## src/hw/rtl/rha_pkg.sv

```systemverilog
// rha_pkg: sizes, codes and control types shared by the heap allocator files
// no dependencies; compile first
`timescale 1ns / 1ps
`default_nettype none

package rha_pkg;

    localparam int HEAP_DEPTH       = 65536;
    localparam int FREE_STACK_DEPTH = 64;

    localparam int HEAP_AW = $clog2(HEAP_DEPTH);
    localparam int FS_AW   = $clog2(FREE_STACK_DEPTH);
    localparam int FC_W    = $clog2(FREE_STACK_DEPTH + 1);

    localparam int ADDR_W  = 16;
    localparam int SIZE_W  = 16;
    localparam int ACT_W   = 3;
    localparam int ST_W    = 3;
    localparam int WORDS_W = 17;
    localparam int WORD_W  = 64;
    localparam int HALF_W  = 32;
    localparam int DYN_W   = ADDR_W + 1;
    localparam int PTR_W   = ((HEAP_AW > ADDR_W) ? HEAP_AW : ADDR_W) + 2;
    localparam int CNT_W   = ((HEAP_AW + 1 > WORDS_W) ? HEAP_AW + 1 : WORDS_W);
    localparam int SUB_W   = HALF_W + 1;

    localparam logic [PTR_W-1:0]  HEAP_DEPTH_P     = PTR_W'(HEAP_DEPTH);
    localparam logic [CNT_W-1:0]  HEAP_DEPTH_C     = CNT_W'(HEAP_DEPTH);
    localparam logic [FC_W-1:0]   FS_DEPTH_C       = FC_W'(FREE_STACK_DEPTH);
    localparam logic [ADDR_W-1:0] ADDR_MAX         = 16'hFFFF;
    localparam logic [ADDR_W-1:0] REGION_START_RST = 16'd32768;
    localparam logic [ADDR_W-1:0] STATIC_NEXT_RST  = 16'd1;
    localparam logic [HALF_W-1:0] COUNT_ONE        = 32'd1;

    localparam logic [ACT_W-1:0] ACT_STATIC  = 3'd0;
    localparam logic [ACT_W-1:0] ACT_DYNAMIC = 3'd1;
    localparam logic [ACT_W-1:0] ACT_INC     = 3'd2;
    localparam logic [ACT_W-1:0] ACT_DEC     = 3'd3;
    localparam logic [ACT_W-1:0] ACT_FREE    = 3'd4;

    localparam logic [ST_W-1:0] ST_OK         = 3'd0;
    localparam logic [ST_W-1:0] ST_OVERFLOW   = 3'd1;
    localparam logic [ST_W-1:0] ST_NULL       = 3'd2;
    localparam logic [ST_W-1:0] ST_STACK_FULL = 3'd3;
    localparam logic [ST_W-1:0] ST_ZERO_COUNT = 3'd4;

    typedef struct packed {
        logic latch_in;
        logic decode;
        logic rd_top;
        logic dyn_decide;
        logic zero_step;
        logic hdr_write;
        logic ref_update;
        logic load_out;
    } rha_cmd_t;

    typedef struct packed {
        logic [ACT_W-1:0] action;
        logic             addr_zero;
        logic             size_zero;
        logic             dyn_fail;
        logic             zero_last;
    } rha_sts_t;

endpackage

`default_nettype wire

```

## src/hw/rtl/rha_ctrl.sv

```systemverilog
// rha_ctrl: sequencer for the heap allocator, drives datapath commands
// depends on rha_pkg for command and status types
`timescale 1ns / 1ps
`default_nettype none

module rha_ctrl (
    input  wire logic              clk,
    input  wire logic              rst_n,
    input  wire logic              req_valid,
    output logic                   req_ready,
    output logic                   rsp_valid,
    input  wire logic              rsp_ready,
    input  wire rha_pkg::rha_sts_t sts,
    output rha_pkg::rha_cmd_t      cmd
);
    import rha_pkg::*;

    localparam logic [2:0] S_IDLE    = 3'd0;
    localparam logic [2:0] S_DECODE  = 3'd1;
    localparam logic [2:0] S_FS_WAIT = 3'd2;
    localparam logic [2:0] S_DYN_CHK = 3'd3;
    localparam logic [2:0] S_ZERO    = 3'd4;
    localparam logic [2:0] S_HDR_WR  = 3'd5;
    localparam logic [2:0] S_REF_UPD = 3'd6;
    localparam logic [2:0] S_DONE    = 3'd7;

    logic [2:0] state_reg;
    logic [2:0] state_next;
    logic       out_valid_reg;
    logic       out_valid_next;
    logic       ref_action;

    assign req_ready  = (state_reg == S_IDLE);
    assign rsp_valid  = out_valid_reg;
    assign ref_action = (sts.action == ACT_INC) || (sts.action == ACT_DEC)
                        || (sts.action == ACT_FREE);

    always_comb
    begin
        state_next     = state_reg;
        out_valid_next = out_valid_reg && !rsp_ready;
        cmd            = '0;
        case (state_reg)
            S_IDLE:
            begin
                if (req_valid)
                begin
                    cmd.latch_in = 1'b1;
                    state_next   = S_DECODE;
                end
            end
            S_DECODE:
            begin
                cmd.decode = 1'b1;
                if (sts.action == ACT_DYNAMIC)
                begin
                    state_next = S_FS_WAIT;
                end
                else if (ref_action && !sts.addr_zero)
                begin
                    state_next = S_REF_UPD;
                end
                else
                begin
                    state_next = S_DONE;
                end
            end
            S_FS_WAIT:
            begin
                cmd.rd_top = 1'b1;
                state_next = S_DYN_CHK;
            end
            S_DYN_CHK:
            begin
                cmd.dyn_decide = 1'b1;
                if (sts.dyn_fail)
                begin
                    state_next = S_DONE;
                end
                else if (sts.size_zero)
                begin
                    state_next = S_HDR_WR;
                end
                else
                begin
                    state_next = S_ZERO;
                end
            end
            S_ZERO:
            begin
                cmd.zero_step = 1'b1;
                if (sts.zero_last)
                begin
                    state_next = S_HDR_WR;
                end
            end
            S_HDR_WR:
            begin
                cmd.hdr_write = 1'b1;
                state_next    = S_DONE;
            end
            S_REF_UPD:
            begin
                cmd.ref_update = 1'b1;
                state_next     = S_DONE;
            end
            S_DONE:
            begin
                if (!out_valid_reg || rsp_ready)
                begin
                    cmd.load_out   = 1'b1;
                    out_valid_next = 1'b1;
                    state_next     = S_IDLE;
                end
            end
            default:
            begin
                state_next = S_IDLE;
            end
        endcase
    end

    always_ff @(posedge clk or negedge rst_n)
    begin
        if (!rst_n)
        begin
            state_reg     <= S_IDLE;
            out_valid_reg <= 1'b0;
        end
        else
        begin
            state_reg     <= state_next;
            out_valid_reg <= out_valid_next;
        end
    end

endmodule

`default_nettype wire

```

## config.mk

```make
export PLATFORM = sky130hd
export DESIGN_NAME = rha_ctrl
export DESIGN_NICKNAME = d
export VERILOG_FILES = /design/src/hw/rtl/rha_pkg.sv /design/src/hw/rtl/rha_ctrl.sv
export SDC_FILE = /design/constraint.sdc
export NUM_CORES = 1
export LEC_CHECK = 0
export BUFFER_PORTS_ARGS = -buffer_cell sky130_fd_sc_hd__clkbuf_2
export CORE_AREA = 2 2 39 41
export DETAILED_ROUTE_END_ITERATION = 6
export DIE_AREA = 0 0 41 43
export GPL_ROUTABILITY_DRIVEN = 0
export PLACE_DENSITY_LB_ADDON = 0.05
export SYNTH_ARGS = -nofsm -noshare
export SYNTH_HDL_FRONTEND = slang
export SYNTH_SLANG_ARGS = --single-unit
```

## constraint.sdc

```tcl
create_clock -name clk -period 2.8 [get_ports clk]
set_input_delay 0.42 -clock clk [delete_from_list [all_inputs] [get_ports clk]]
set_output_delay 0.42 -clock clk [all_outputs]
set_load 0.01 [all_outputs]
```

== Yosys cells after proc, flatten, opt, wreduce, memory -nomap -nowiden ==
Cells that the tools add are included.
Word-level totals
  register bits after elaboration: 4
  input port bits: 11
Operators by class
  equality and inequality tests: 14
  mux-type cells: 20
  reduce and logical (&&, ||, !) cells: 11
Operators by type and width (count)
  $pmux 3 s7: 1
  $eq 3x3->1 const B: 5
  $mux 3: 5
  $mux 1: 14
  $eq 3x2->1 const B: 4
  $eq 3x1->1 const B: 2
  $ne 2x2->1 const B: 3
  $logic_not 1->1: 3
  $logic_not 3->1: 1
  $logic_or 1x1->1: 3
  $reduce_and 3->1: 1
  $logic_and 1x1->1: 2
  $reduce_or 2->1: 1

== Longest topological paths before layout ==
  depth after elaboration: 7
  mapped depth: 4
  depth with buffers taken out: 3

== Worst setup path after synthesis ==
Ideal clock, no wire load.
  path kind: flip-flop to output port
  start: register state_reg[2]
  end: output cmd[7] (netlist name)
  data arrival time: 1.104 ns
  required time: 2.380 ns
  slack: 1.276 ns
  stages on the path, launching flop included: 4
  buffers on the path: 1
  path through: dfrtp_1 > buf_6 > nor3_1 > and2_1
RTL lines
  start, declared: RTL line rha_ctrl.sv:27  | logic [2:0] state_reg;
  start signal, assigned: RTL line rha_ctrl.sv:132  | state_reg <= state_next;
  end, declared: RTL line rha_ctrl.sv:14  | output rha_pkg::rha_cmd_t cmd

==> impl_metrics.yaml <==
clock_network:
  cts_tree: "built"
  cts_buffers: 3
  clk_path_buf_depth: 2
  cts.sinks: 4
  cts-root-buf: "clkbuf_4"
  clock_latency_ps: 230
  htree_levels: 1
  post_cts_buffers: 0
  clk_pin_slew_worst_paths_ps: 40
synth:
  synthesis.area_um2: 322.8
  synth_cells: 38
  ys_top_cells_by_area: "dfrtp_1, nor2_1, nor3_1"
  post-synth-top-count-cell: "nor2_1"
  synthXorXnorAreaFrac_pct: 0
  synth_top_family_by_area: "simple AND/OR/NAND/NOR gates"
  synth_compound_area_share_pct: 19.77
  yosys_most_used_dff: "dfrtp_1"
  synth_fp_nets: 49
  synth.area.mux_share_pct: 3.101
  yosys.area_share.simple_pct: 34.50
  ys_seq_area_share_pct: 31.01
  yosysTopAreaCellShare_pct: 31.01
  synth_fa_ha_area_share_pct: 0
  synth-seq-cells: 4
  synth.top_cells.by_count: "nor2_1, dfrtp_1, nor3_1, inv_1, buf_4"
  synth_cell_types: 24
  synth_top_area_cell: "dfrtp_1"
  avgSynthCellArea_um2: 8.495
  synth_edf_count: 0
  async_reset_ff_share_pct: 100.0
  synth_warnings: 0
global_routing:
  grt_max_degree: 13
  grt_pass1_vias: 333
  grt.overflow.total: 0
  grt_pass1_wl_um: 1359
  grt_use_total_pct: 11.50
  antenna_found_initial: 0
pwr:
  pwr-share-seq_pct: 33.9
  pwr_density_cell_nw_per_um2: 962.4
  internal_power_mw: 0.2350
  finalPower_mw: 0.4323
  p_comb_share_pct: 50.0
  clkPwrFrac_pct: 16.1
  swShare_pct: 45.64
  p_leak_nw: 0.2384
  p_sw_mw: 0.1973
  ir_worst_vdd_mv: 0.3956
final_layout:
  largest_reg_flops: 3
  antenna_cells: 0
  fin_area_um2: 449.2
  layoutNonFillerInstCount: 75
  syn2layout_area_growth_pct: 39.15
  drive_above_1_share_pct: 45.76
  nets: 72
critical_path:
  critPathArrivalTime_ps: 1270
  cp-end-kind: "primary output"
  cp_max_fo: 12
  startpoint_type: "register"
  cp.required_ps: 2380
  path_class: "register to primary output"
die:
  die-height_um: 43
  die_w_um: 41
  die_area_um2: 1763
  rows: 14
  ios: 21
  start_util_pct: 23.33
  coreArea_um2: 1384
routing:
  drc_errors: 0
  wire_per_inst_um: 10.97
  antenna_left: 0
  drt-pass1-iter-count: 2
  drtIter0Drc: 1
  via_per_inst: 4.667
  wl_um: 823
  vias: 350
job:
  max_cap_viol_count: 0
sta:
  slew_viol_final: 0
  fin_skew_ps: 4.014
  grt_setup_unrepaired: "false"
  slew_headroom_pct: 76.50
  final_hold_viol_count: 0
  min_period_ps: 1694
  worst_pin_slew_ps: 352.5
  fmax_mhz: 590.3
  timing.hold.ws_ps: 522.9
  setup_violations: 0
  timing.final.crit_share_pct: 60.50
  tns_ps: 0
placed_design:
  dp_hpwl_um: 663.9
  place_inst: 71
  port_buffers: 20
  place_area_um2: 416.7
min_path:
  min_path_type: "input port to async pin"
outcome:
  status: "finished clean"
worst max-delay path, cell delays in order (launching register included):
cell and delay, ps:
dfrtp_1 540, nand3_1 170, nor2_1 180, clkbuf_2 160
final timing paths:
| kind | startpoint | to | slack [ps] | cells after the start |
|---|---|---|---|---|
| hold reg to reg | rsp_valid$_DFF_PN0_ | rsp_valid$_DFF_PN0_ | 670 | 2 |
| hold / removal | rst_n | rsp_valid$_DFF_PN0_ | 520 | 2 |
| min in group clk | sts[0] | state_reg[0]$_DFFE_PN0P_ | 560 | 3 |
| max in group asynchronous | rst_n | state_reg[1]$_DFFE_PN0P_ | 2150 | 2 |
| setup / recovery | state_reg[2]$_DFFE_PN0P_ | cmd[0] | 1110 | 3 |
| setup reg to reg | state_reg[1]$_DFFE_PN0P_ | state_reg[0]$_DFFE_PN0P_ | 1580 | 3 |
cells by family after synthesis:
logic type,count (synthesis)
muxes,1
and+or+nand+nor,19
AOI/OAI and AO/OA,8
DFF,4
buffers and inverters,6
timing repair:
action                    4_1_cts  5_1_grt
resized for setup               0        0
hold endpoints to repair        4        0
hold buffers                    1        0
power by group through the flow:
stage / combinational, mW / sequential [mW] / clock [mW]
floorplan: 0.203 / 0.104 / 0
global placement: 0.222 / 0.149 / 0
detailed placement: 0.218 / 0.148 / 0
CTS: 0.220 / 0.146 / 0.0746
global route: 0.238 / 0.154 / 0.0821
finish: 0.216 / 0.146 / 0.0697
stage by stage:
stage	setup WS, ps	utilization [%]
after floorplan	1276	-
after global placement	1299	30.11
after detailed placement	1330	30.11
after CTS	1076	32.46
after global routing	965.6	32.46
final	1106	32.46
per-layer routing:
metal / up-vias / track usage, % / part of all wire (%)
li1: 178 / - / -
met1: 162 / 15.03 / 44
met2: 10 / 15.63 / 49
met3: 0 / 1.571 / 6.3
met4: 0 / 10.00 / 0
met5: - / 0 / 0
area by class of cell:
type                            instances  area [µm²]
Tap cell                               16       20.02
Multi-Input combinational cell         28       185.2
Inverter                                3       11.26
Sequential cell                         4       100.1
Timing Repair Buffer                   21       110.1
Clock buffer                            3       22.52
Fill cell                             163       934.6
cell usage in the layout (no fill, tap or decap), drive strengths merged, types with 3 or more instances in the layout:
| cell | netlist | layout |
|---|---|---|
| dfrtp | 4 | 4 |
| inv | 3 | 3 |
| nor2 | 6 | 6 |
| clkbuf | 0 | 23 |
| nor3 | 4 | 4 |
No activity file was read; power rests on OpenSTA's default activity.
